### src/rtl/sesa_pkg.sv
// ----------------------------------------------------------------------------
// Session aggregator package
// Shared item types, codes and defaults for the session aggregator.
// ----------------------------------------------------------------------------
package sesa_pkg;

  localparam int unsigned CountWidthDefault = 16;
  localparam int unsigned KeyWidthDefault   = 64;

  localparam int unsigned InKeyW   = 64;
  localparam int unsigned IdW      = 32;
  localparam int unsigned TypeW    = 3;
  localparam int unsigned TimeW    = 32;
  localparam int unsigned OutCntW  = 16;

  localparam int unsigned InFieldsW = InKeyW + IdW + TypeW + TimeW;
  localparam int unsigned InDataW   = ((InFieldsW + 7) / 8) * 8;
  localparam int unsigned OutDataW  = InKeyW + 5 * OutCntW + TimeW;

  typedef enum logic [0:0] {
    OP_EVENT = 1'b0,
    OP_FLUSH = 1'b1
  } opcode_e;

  typedef enum logic [TypeW-1:0] {
    EV_PING        = 3'd0,
    EV_IMPRESSION  = 3'd1,
    EV_PAGE_VIEW   = 3'd2,
    EV_AD_REQUEST  = 3'd3,
    EV_AD_RESPONSE = 3'd4
  } ev_kind_e;

  typedef struct packed {
    logic [0:0]       opcode;
    logic [InKeyW-1:0] session_key;
    logic [IdW-1:0]   ev_id;
    logic [TypeW-1:0] ev_kind;
    logic [TimeW-1:0] timestamp;
  } item_t;

  typedef struct packed {
    logic [InKeyW-1:0]  group_key;
    logic [OutCntW-1:0] ping_count;
    logic [OutCntW-1:0] impression_count;
    logic [OutCntW-1:0] view_count;
    logic [OutCntW-1:0] ad_request_count;
    logic [OutCntW-1:0] ad_response_count;
    logic [TimeW-1:0]   time_spent;
  } result_t;

endpackage

### src/rtl/sesa_in_stage.sv
// ----------------------------------------------------------------------------
// Session aggregator input stage
// Registers one incoming beat and holds it until the session unit takes it.
// ----------------------------------------------------------------------------
module sesa_in_stage (
  input  logic           clk_i,
  input  logic           rst_ni,
  input  logic           s_valid_i,
  output logic           s_ready_o,
  input  sesa_pkg::item_t s_item_i,
  output logic           item_valid_o,
  input  logic           item_take_i,
  output sesa_pkg::item_t item_o
);

  logic            valid_q;
  sesa_pkg::item_t item_q;

  assign s_ready_o    = !valid_q || item_take_i;
  assign item_valid_o = valid_q;
  assign item_o       = item_q;

  always_ff @(posedge clk_i or negedge rst_ni) begin
    if (!rst_ni) begin
      valid_q <= 1'b0;
    end else if (s_ready_o) begin
      valid_q <= s_valid_i;
    end
  end

  always_ff @(posedge clk_i) begin
    if (s_ready_o && s_valid_i) begin
      item_q <= s_item_i;
    end
  end

endmodule

### src/rtl/sesa_session_unit.sv
// ----------------------------------------------------------------------------
// Session aggregator session unit
// Holds the open session; folds in one item per cycle unless its result waits.
// ----------------------------------------------------------------------------
module sesa_session_unit #(
  parameter int unsigned COUNT_WIDTH = sesa_pkg::CountWidthDefault,
  parameter int unsigned KEY_WIDTH   = sesa_pkg::KeyWidthDefault
) (
  input  logic              clk_i,
  input  logic              rst_ni,
  input  logic              item_valid_i,
  input  sesa_pkg::item_t   item_i,
  output logic              item_take_o,
  input  logic              out_free_i,
  output logic              res_push_o,
  output sesa_pkg::result_t res_o
);

  localparam logic [COUNT_WIDTH-1:0] CountMax = '1;
  localparam logic [COUNT_WIDTH-1:0] CountOne = {{(COUNT_WIDTH-1){1'b0}}, 1'b1};

  logic                           open_q, open_d;
  logic [KEY_WIDTH-1:0]           key_q, key_d;
  logic [sesa_pkg::IdW-1:0]       prev_id_q, prev_id_d;
  logic [sesa_pkg::TimeW-1:0]     start_q, start_d;
  logic [COUNT_WIDTH-1:0]         ping_q, ping_d;
  logic [COUNT_WIDTH-1:0]         impr_q, impr_d;
  logic [COUNT_WIDTH-1:0]         view_q, view_d;
  logic [COUNT_WIDTH-1:0]         adreq_q, adreq_d;
  logic [COUNT_WIDTH-1:0]         adresp_q, adresp_d;
  logic [sesa_pkg::TimeW-1:0]     span_q, span_d;

  logic                           is_flush;
  logic [KEY_WIDTH-1:0]           in_key;
  logic                           new_sess;
  logic                           dup;
  logic                           emit;
  logic [COUNT_WIDTH-1:0]         ping_b, impr_b, view_b, adreq_b, adresp_b;
  logic [sesa_pkg::TimeW-1:0]     span_b, start_b, delta;

  assign is_flush = (item_i.opcode == sesa_pkg::OP_FLUSH);
  assign in_key   = item_i.session_key[KEY_WIDTH-1:0];
  assign new_sess = !open_q || (in_key != key_q);
  assign dup      = !new_sess && (item_i.ev_id == prev_id_q);
  assign emit     = open_q && (is_flush || (in_key != key_q));

  assign item_take_o = item_valid_i && (!emit || out_free_i);
  assign res_push_o  = item_take_o && emit;

  assign ping_b   = new_sess ? '0 : ping_q;
  assign impr_b   = new_sess ? '0 : impr_q;
  assign view_b   = new_sess ? '0 : view_q;
  assign adreq_b  = new_sess ? '0 : adreq_q;
  assign adresp_b = new_sess ? '0 : adresp_q;
  assign span_b   = new_sess ? '0 : span_q;
  assign start_b  = new_sess ? item_i.timestamp : start_q;
  assign delta    = item_i.timestamp - start_b;

  always_comb begin
    open_d    = open_q;
    key_d     = key_q;
    prev_id_d = prev_id_q;
    start_d   = start_q;
    ping_d    = ping_q;
    impr_d    = impr_q;
    view_d    = view_q;
    adreq_d   = adreq_q;
    adresp_d  = adresp_q;
    span_d    = span_q;
    if (item_take_o) begin
      if (is_flush) begin
        open_d = 1'b0;
      end else if (!dup) begin
        open_d    = 1'b1;
        key_d     = in_key;
        start_d   = start_b;
        prev_id_d = item_i.ev_id;
        ping_d    = ping_b;
        impr_d    = impr_b;
        view_d    = view_b;
        adreq_d   = adreq_b;
        adresp_d  = adresp_b;
        span_d    = span_b;
        case (item_i.ev_kind)
          sesa_pkg::EV_PING: begin
            ping_d = (ping_b == CountMax) ? ping_b : ping_b + CountOne;
            if (delta > span_b) begin
              span_d = delta;
            end
          end
          sesa_pkg::EV_IMPRESSION: begin
            impr_d = (impr_b == CountMax) ? impr_b : impr_b + CountOne;
          end
          sesa_pkg::EV_PAGE_VIEW: begin
            view_d = (view_b == CountMax) ? view_b : view_b + CountOne;
          end
          sesa_pkg::EV_AD_REQUEST: begin
            adreq_d = (adreq_b == CountMax) ? adreq_b : adreq_b + CountOne;
          end
          sesa_pkg::EV_AD_RESPONSE: begin
            adresp_d = (adresp_b == CountMax) ? adresp_b : adresp_b + CountOne;
          end
          default: begin
          end
        endcase
      end
    end
  end

  always_comb begin
    logic [31:0] w_ping, w_impr, w_view, w_adreq, w_adresp;
    w_ping   = 32'(ping_q);
    w_impr   = 32'(impr_q);
    w_view   = 32'(view_q);
    w_adreq  = 32'(adreq_q);
    w_adresp = 32'(adresp_q);
    res_o.group_key         = sesa_pkg::InKeyW'(key_q);
    res_o.ping_count        = w_ping[sesa_pkg::OutCntW-1:0];
    res_o.impression_count  = w_impr[sesa_pkg::OutCntW-1:0];
    res_o.view_count        = w_view[sesa_pkg::OutCntW-1:0];
    res_o.ad_request_count  = w_adreq[sesa_pkg::OutCntW-1:0];
    res_o.ad_response_count = w_adresp[sesa_pkg::OutCntW-1:0];
    res_o.time_spent        = span_q;
  end

  always_ff @(posedge clk_i or negedge rst_ni) begin
    if (!rst_ni) begin
      open_q    <= 1'b0;
      key_q     <= '0;
      prev_id_q <= '0;
      start_q   <= '0;
      ping_q    <= '0;
      impr_q    <= '0;
      view_q    <= '0;
      adreq_q   <= '0;
      adresp_q  <= '0;
      span_q    <= '0;
    end else begin
      open_q    <= open_d;
      key_q     <= key_d;
      prev_id_q <= prev_id_d;
      start_q   <= start_d;
      ping_q    <= ping_d;
      impr_q    <= impr_d;
      view_q    <= view_d;
      adreq_q   <= adreq_d;
      adresp_q  <= adresp_d;
      span_q    <= span_d;
    end
  end

endmodule

### src/rtl/sesa_out_stage.sv
// ----------------------------------------------------------------------------
// Session aggregator output stage
// Result register that holds a finished session until the sink takes it.
// ----------------------------------------------------------------------------
module sesa_out_stage (
  input  logic              clk_i,
  input  logic              rst_ni,
  input  logic              push_i,
  input  sesa_pkg::result_t res_i,
  output logic              free_o,
  output logic              m_valid_o,
  input  logic              m_ready_i,
  output sesa_pkg::result_t m_res_o
);

  logic              valid_q;
  sesa_pkg::result_t res_q;

  assign free_o    = !valid_q || m_ready_i;
  assign m_valid_o = valid_q;
  assign m_res_o   = res_q;

  always_ff @(posedge clk_i or negedge rst_ni) begin
    if (!rst_ni) begin
      valid_q <= 1'b0;
    end else if (free_o) begin
      valid_q <= push_i;
    end
  end

  always_ff @(posedge clk_i) begin
    if (free_o && push_i) begin
      res_q <= res_i;
    end
  end

endmodule

### src/rtl/sorted_event_session_aggregator_core.sv
// ----------------------------------------------------------------------------
// Sorted event session aggregator
// Groups key-sorted events into sessions and emits per-session counts.
//
//   Channel  Direction  Beat carries
//   s_axis   in         one event or a flush (tuser)
//   m_axis   out        one finished session
//
// A beat passes an input register and a result register: a session that a
// beat closes enters the result register when the session unit takes that beat.
// One beat is taken every cycle; the input stalls only while the result register
// is full, the sink does not take it in that cycle, and the registered beat would
// emit a new result. Reset clears the open session and both stage registers.
// ----------------------------------------------------------------------------
module sorted_event_session_aggregator_core #(
  parameter int unsigned COUNT_WIDTH = sesa_pkg::CountWidthDefault,
  parameter int unsigned KEY_WIDTH   = sesa_pkg::KeyWidthDefault
) (
  input  logic                          clk_i,
  input  logic                          rst_ni,
  input  logic                          s_axis_tvalid_i,
  output logic                          s_axis_tready_o,
  // session_key, ev_id, ev_kind, timestamp, zero pad
  input  logic [sesa_pkg::InDataW-1:0]  s_axis_tdata_i,
  // opcode
  input  logic                          s_axis_tuser_i,
  output logic                          m_axis_tvalid_o,
  input  logic                          m_axis_tready_i,
  // group_key, ping_count, impression_count, view_count, ad_request_count,
  // ad_response_count, time_spent
  output logic [sesa_pkg::OutDataW-1:0] m_axis_tdata_o
);

  localparam int unsigned IdLo   = sesa_pkg::InKeyW;
  localparam int unsigned TypeLo = IdLo + sesa_pkg::IdW;
  localparam int unsigned TimeLo = TypeLo + sesa_pkg::TypeW;

  sesa_pkg::item_t   s_item;
  sesa_pkg::item_t   item;
  sesa_pkg::result_t res;
  sesa_pkg::result_t m_res;
  logic              item_valid;
  logic              item_take;
  logic              out_free;
  logic              res_push;

  assign s_item.opcode      = s_axis_tuser_i;
  assign s_item.session_key = s_axis_tdata_i[sesa_pkg::InKeyW-1:0];
  assign s_item.ev_id       = s_axis_tdata_i[TypeLo-1:IdLo];
  assign s_item.ev_kind     = s_axis_tdata_i[TimeLo-1:TypeLo];
  assign s_item.timestamp   = s_axis_tdata_i[TimeLo+sesa_pkg::TimeW-1:TimeLo];

  sesa_in_stage u_in_stage (
    .clk_i        (clk_i),
    .rst_ni       (rst_ni),
    .s_valid_i    (s_axis_tvalid_i),
    .s_ready_o    (s_axis_tready_o),
    .s_item_i     (s_item),
    .item_valid_o (item_valid),
    .item_take_i  (item_take),
    .item_o       (item)
  );

  sesa_session_unit #(
    .COUNT_WIDTH (COUNT_WIDTH),
    .KEY_WIDTH   (KEY_WIDTH)
  ) u_session (
    .clk_i        (clk_i),
    .rst_ni       (rst_ni),
    .item_valid_i (item_valid),
    .item_i       (item),
    .item_take_o  (item_take),
    .out_free_i   (out_free),
    .res_push_o   (res_push),
    .res_o        (res)
  );

  sesa_out_stage u_out_stage (
    .clk_i     (clk_i),
    .rst_ni    (rst_ni),
    .push_i    (res_push),
    .res_i     (res),
    .free_o    (out_free),
    .m_valid_o (m_axis_tvalid_o),
    .m_ready_i (m_axis_tready_i),
    .m_res_o   (m_res)
  );

  assign m_axis_tdata_o = {m_res.time_spent, m_res.ad_response_count,
                           m_res.ad_request_count, m_res.view_count,
                           m_res.impression_count, m_res.ping_count,
                           m_res.group_key};

endmodule

### config.mk
export PLATFORM = sky130hd
export DESIGN_NAME = sorted_event_session_aggregator_core
export DESIGN_NICKNAME = d
export VERILOG_FILES = /design/src/rtl/sesa_pkg.sv /design/src/rtl/sesa_in_stage.sv /design/src/rtl/sesa_session_unit.sv /design/src/rtl/sesa_out_stage.sv /design/src/rtl/sorted_event_session_aggregator_core.sv
export SDC_FILE = /design/constraint.sdc
export NUM_CORES = 1
export LEC_CHECK = 0
export BUFFER_PORTS_ARGS = -buffer_cell sky130_fd_sc_hd__buf_2
export CORE_MARGIN = 2
export CORE_UTILIZATION = 50
export CTS_CLUSTER_SIZE = 12
export DETAILED_ROUTE_END_ITERATION = 8
export PLACE_DENSITY = 0.71
export RECOVER_POWER = 100
export SYNTH_ARGS = -nofsm -noshare
export SYNTH_HDL_FRONTEND = slang
export SYNTH_SLANG_ARGS = --single-unit
### constraint.sdc
create_clock -name clk_i -period 9.8 [get_ports clk_i]
set_input_delay 0.98 -clock clk_i [delete_from_list [all_inputs] [get_ports clk_i]]
set_output_delay 0.98 -clock clk_i [all_outputs]
set_load 0.01 [all_outputs]
# Word-level counts from Yosys, hierarchy flattened
# Index checks and enable logic that the tools add are counted.
# word_totals
reg_bits,551
latch_bits,0
mem_bits_rw,0
mem_bits_ro,0
input_bits,141
out_inout_bits,178
word_cells,85
mem_count,0
# op_classes
add_sub_neg,6
mul,0
n_div,0
order_cmp,1
n_eq_ne,12
shift,0
n_mux,21
bitwise,2
reduce_logical,19
# op_table
operator,count
$mux 16,15
$mux 32,4
$add 16x1->16 const B,5
$eq 16x16->1 const B,5
$ne 64x64->1,1
$eq 32x32->1,1
$gt 32x32->1,1
$sub 32x32->32,1
$eq 3x2->1 const B,2
$logic_and 1x1->1,6
$logic_not 1->1,5
$logic_or 1x1->1,5
$eq 3x1->1 const B,1
$eq 3x3->1 const B,1
$logic_not 3->1,1
$reduce_and 3->1,1
$mux 1,2
$ne 2x2->1 const B,1
$not 1->1,2
$reduce_and 2->1,1

# Depth between registers and ports, before layout
# logic_depth
depth_word,8
ltp_mapped,34
mapped_depth_nobuf,31

# Cells and area by module
# Synthesis repeated with hierarchy kept, for this count alone.
# hier_totals
cells_unflattened,1776
hier_area_um2,24010.5
# modules_own_cells
module,n_inst,cells_each,area_per_inst_um2,seq_area_each_um2
sesa_session_unit,1,1460,14654.1,6030.8
sesa_out_stage,1,180,5338.9,5310.1
sesa_in_stage,1,136,4017.6,3988.8

# Worst setup path before layout
# OpenSTA, ideal clock, no wires.
# synth_timing
path_kind,input-to-reg
startpoint,input port m_axis_tready_i
endpoint,"register u_out_stage.res_q, in the netlist u_out_stage.m_res_o[0] (enable)"
setup_ps,714
t_arrival_ps,8528
required_ps,9086
slack_ps,558
path_stages,3
path_buffers,0
cell_sequence,nand2b_1 > nand2_1 > nor2_1
# synth_between
elab_chain_len,5
# synth_lines
item,line_no,source
"start, declared",sorted_event_session_aggregator_core.sv:28,"input logic m_axis_tready_i,"
$logic_or 1x1->1 *,sesa_out_stage.sv:19,assign free_o = !valid_q || m_ready_i;
$logic_or 1x1->1,sesa_session_unit.sv:47,assign item_take_o = item_valid_i && (!emit || out_free_i);
$logic_and 1x1->1,sesa_session_unit.sv:47,
$logic_and 1x1->1,sesa_session_unit.sv:48,assign res_push_o = item_take_o && emit;
$logic_and 1x1->1 *,sesa_out_stage.sv:32,if (free_o && push_i) begin
"end signal, assigned",sesa_out_stage.sv:33,res_q <= res_i;
"end, declared",sesa_out_stage.sv:17,sesa_pkg::result_t res_q;
# Every way passes the cells marked *; elsewhere a longest branch is shown, timed or not.
# A chain may end at the register's enable or synchronous reset.

# Final worst setup path
# layout_timing
startpoint,register u_session.key_q[41]
endpoint,register u_session.ping_q[12]
# layout_between
elab_chain_len,7
word_cells_on_any_way,16
cone_classes,1 x add/sub; 2 x eq/ne; 3 x mux; 1 x bitwise; 9 x reduce/logical
# layout_lines
item,line_no,source
"start, declared",sesa_session_unit.sv:23,"logic [KEY_WIDTH-1:0] key_q, key_d;"
"start signal, assigned",sesa_session_unit.sv:140,key_q <= key_d;
$ne 64x64->1 *,"sesa_session_unit.sv:43, sesa_session_unit.sv:45",
"parallel branches: the longest is 6 deep, another holds $add 16x1->16",n/a,
"end signal, assigned",sesa_session_unit.sv:143,ping_q <= ping_d;
"end, declared",sesa_session_unit.sv:26,"logic [COUNT_WIDTH-1:0] ping_q, ping_d;"
# Mark *: on every way between the ends.

==> run metrics <==
status=finished with violations; failing checks=capacitance limit, slew limit; Setup CP Type=flop to flop; Post-Syn Area=0.0233 mm²; Yosys top cell area share=between 30% and 40%; setup violators final=0; Setup WS pre-CTS=between 1 and 1.5 ns; Rel. slew slack=-315%; Reg clk slew, reported paths=0.06 ns; Detail Placement HPWL=about 34000 µm; Starting Density=about half; capture point of the worst reg-to-reg path=u_session.ping_q[12]; DIE AREA=0.0484 mm²; area leader, netlist=edfxtp_1; syn avg cell area=about 14 µm²; RSZ-0062 raised after global routing=false; final WL=between 50000 and 60000 µm; Hold Path End=u_out_stage.m_res_o[18]; synth unique cells=67; CTS Buf Count=56; Overall Global Routing Usage=21.0%; initial antenna violation count=10; Final Slew Violations=approximately 520; EDFF count, synth=slightly above 300; Area contributors post-synth=edfxtp_1 (40%), dfrtp_1 (26%), ha_1 (3.6%); CP Max Fanout=about 200; power density over the cells=206 mW/mm²; largest net degree at the start of global routing=just under 200; Hold Fails Final Rpt=0; hold crit path type=flop to flop; Die X=220 µm; Worst setup SP type=flop; peak supply drop=about 180 µV; max-cap violations=6; Max clock buf depth=3; reg2reg setup slack=between 1 and 1.5 ns; Area Overhead vs Synth=16.3%; I/O pin count=319; ys async rst share=44.1%; WL per Instance=roughly 19 µm; Via Count=14800; CORE AREA=0.0463 mm²; Register-to-Register Path Depth=12; root buffer cell=clkbuf_16; WHS Path Cells=0; Final Skew=approximately 0.027 ns; first-pass GRT wire length=roughly 80000 µm; Critical Path AT=between 9 and 10 ns; DRT Pass-1 Iters=5; Via density=5.49; setup ws final=approximately 1 ns; clock sink count=between 500 and 600; Yosys reg bits=around 550; Worst-Skew Late Latency=between 0.6 and 0.7 ns; Post-CTS Hold Buffers=0; Lkg Pwr=roughly 11 nW; worst-margin pin slew=6.22 ns; post-CTS sizing=0; port bufs=roughly 310; H-tree levels=2; num rows=about 80; Post-DRT Antenna Nets=0; RePlAce Congestion=roughly 0.87; share of cells above drive strength 1=a little over an eighth; most frequent cells after synthesis=edfxtp_1 (308), dfrtp_1 (243), nand2_1 (159); Period Utilization, post-route=around nine tenths; Nets=2240; multi-input combinational cell area=between 0.007 and 0.008 mm²; fmax=0.114 GHz; most common cell in the synthesized netlist=edfxtp_1; Critical Path End Type=flop; number of fillers in the final layout=~3700; Syn. warnings=0; ys flop type=edfxtp_1; post-synthesis instance total=roughly 1700; die height=approximately 220 µm; GRT overflow=0; setup repair bufs after CTS=0; post-synthesis sequential area ratio=between 60% and 70%; DR iter-0 viols=between 1000 and 1500; setup TNS=0 ns; worst endpoint required time=10.26 ns; Reg2Reg Launch Point=u_session.key_q[41]; vias in the first global route=approximately 15000; CTS tree=done; Hold Startpoint=u_session.span_q[18]; # DRC=0; Final min period=~8.8 ns; Register Area=around 0.015 mm²; syn nets=1912
[flip-flops by register name (all words and copies together), names as in the netlist]
signal / cells
u_session.key_q: 64
u_session.start_q: 32
u_in_stage.item_o: 132
u_session.prev_id_q: 32
u_session.impr_q: 16
u_session.ping_q: 16
u_in_stage.item_valid_o: 1
u_session.span_q: 32
u_session.adresp_q: 16
u_session.view_q: 16
u_out_stage.m_valid_o: 1
u_session.open_q: 1
u_out_stage.m_res_o: 176
u_session.adreq_q: 16
[cell type report]
| class | count | share of cell area (%) |
|---|---|---|
| flip-flops and latches | 551 | 56.5 |
| repair buffers | 326 | 5.20 |
| diodes | 7 | 0.0646 |
| inverters | 18 | 0.249 |
| clock inverters | 11 | 0.729 |
| well taps | 607 | 2.80 |
| multi-input cells | 1078 | 28.5 |
| clock buffers | 95 | 5.97 |
[how the worst max path moves through the flow]
stage	start	endpoint	cells past startpoint
finish	u_session.key_q[41]	u_session.ping_q[12]	12
global route	u_in_stage.item_o[108]	u_session.view_q[2]	12
CTS	u_session.key_q[41]	u_session.span_q[2]	28
detailed placement	u_session.key_q[4]	u_session.span_q[7]	27
global placement	u_session.key_q[41]	u_session.span_q[25]	28
floorplan	m_axis_tready_i	u_out_stage.m_res_o[0]	3
[critical path, cell delays in order, from the launching register on]
cell and delay [ns]:
dfrtp_1 0.39, xor2_1 0.16, nor4_1 0.66, nand4_1 0.25, nor4_4 0.49, nand2_4 0.44, buf_4 0.48, o221ai_4 0.20
clkbuf_2 3.00, nand2b_1 0.43, clkbuf_1 1.32, nand2_1 0.20, xor2_1 0.21
[kinds of logic (layout without fill, tap and decap cells)]
logic type               after synthesis  count (layout)  synth area share (%)
buffers and inverters                 74             450                  1.23
AND/OR/NAND/NOR                      422             422                  9.02
AO/OA/AOI/OAI                        302             302                  8.33
multiplexers                         135             135                  6.33
other                                  0               7                     0
XOR/XNOR                             151             151                  5.67
adder cells (fa/ha/maj)               68              68                  3.68
flip-flops                           551             551                  65.7
[power by group]
group | internal, mW | leakage [nW] | total (mW) | switching, mW
combinational | 0.288 | 3.82 | 0.662 | 0.374
clock | 1.21 | 0.872 | 2.08 | 0.873
sequential | 2.71 | 6.09 | 2.85 | 0.139
[per-layer routing]
metal | global-route usage [%] | vias up | wire, µm
li1 | - | 6980 | -
met1 | 28.0 | 7274 | 22000
met2 | 34.7 | 424 | 24200
met3 | 3.55 | 98 | 2670
met4 | 7.63 | 8 | 1680
met5 | 0 | - | 50
[per-stage QoR]
stage               std cells  area (µm²)  power, mW  hold WS [ns]  util, %
floorplan                1703       23300       3.33         0.433        -
global placement         2580       25600       3.53         0.458     55.3
detailed placement       2580       25600       3.57         0.468     55.3
CTS                      2686       27400       5.66         0.447     59.2
global route             2692       27100       5.84         0.491     58.6
finish                   2693       27100       5.60         0.473     58.6
[layout by cell type, fill, tap and decap left out, drive strengths merged, types with 36 or more instances in the layout]
cell type and count:
xnor2 61, nand4 37, a21oi 51, mux2i 36, xor2 90, clkbuf 298
nor2 59, edfxtp 308, dfrtp 243, o21ai 112, buf 123, mux2 99
a22o 38, nand2 160, ha 67, nand3 41
(Power assumes the default switching activity.)
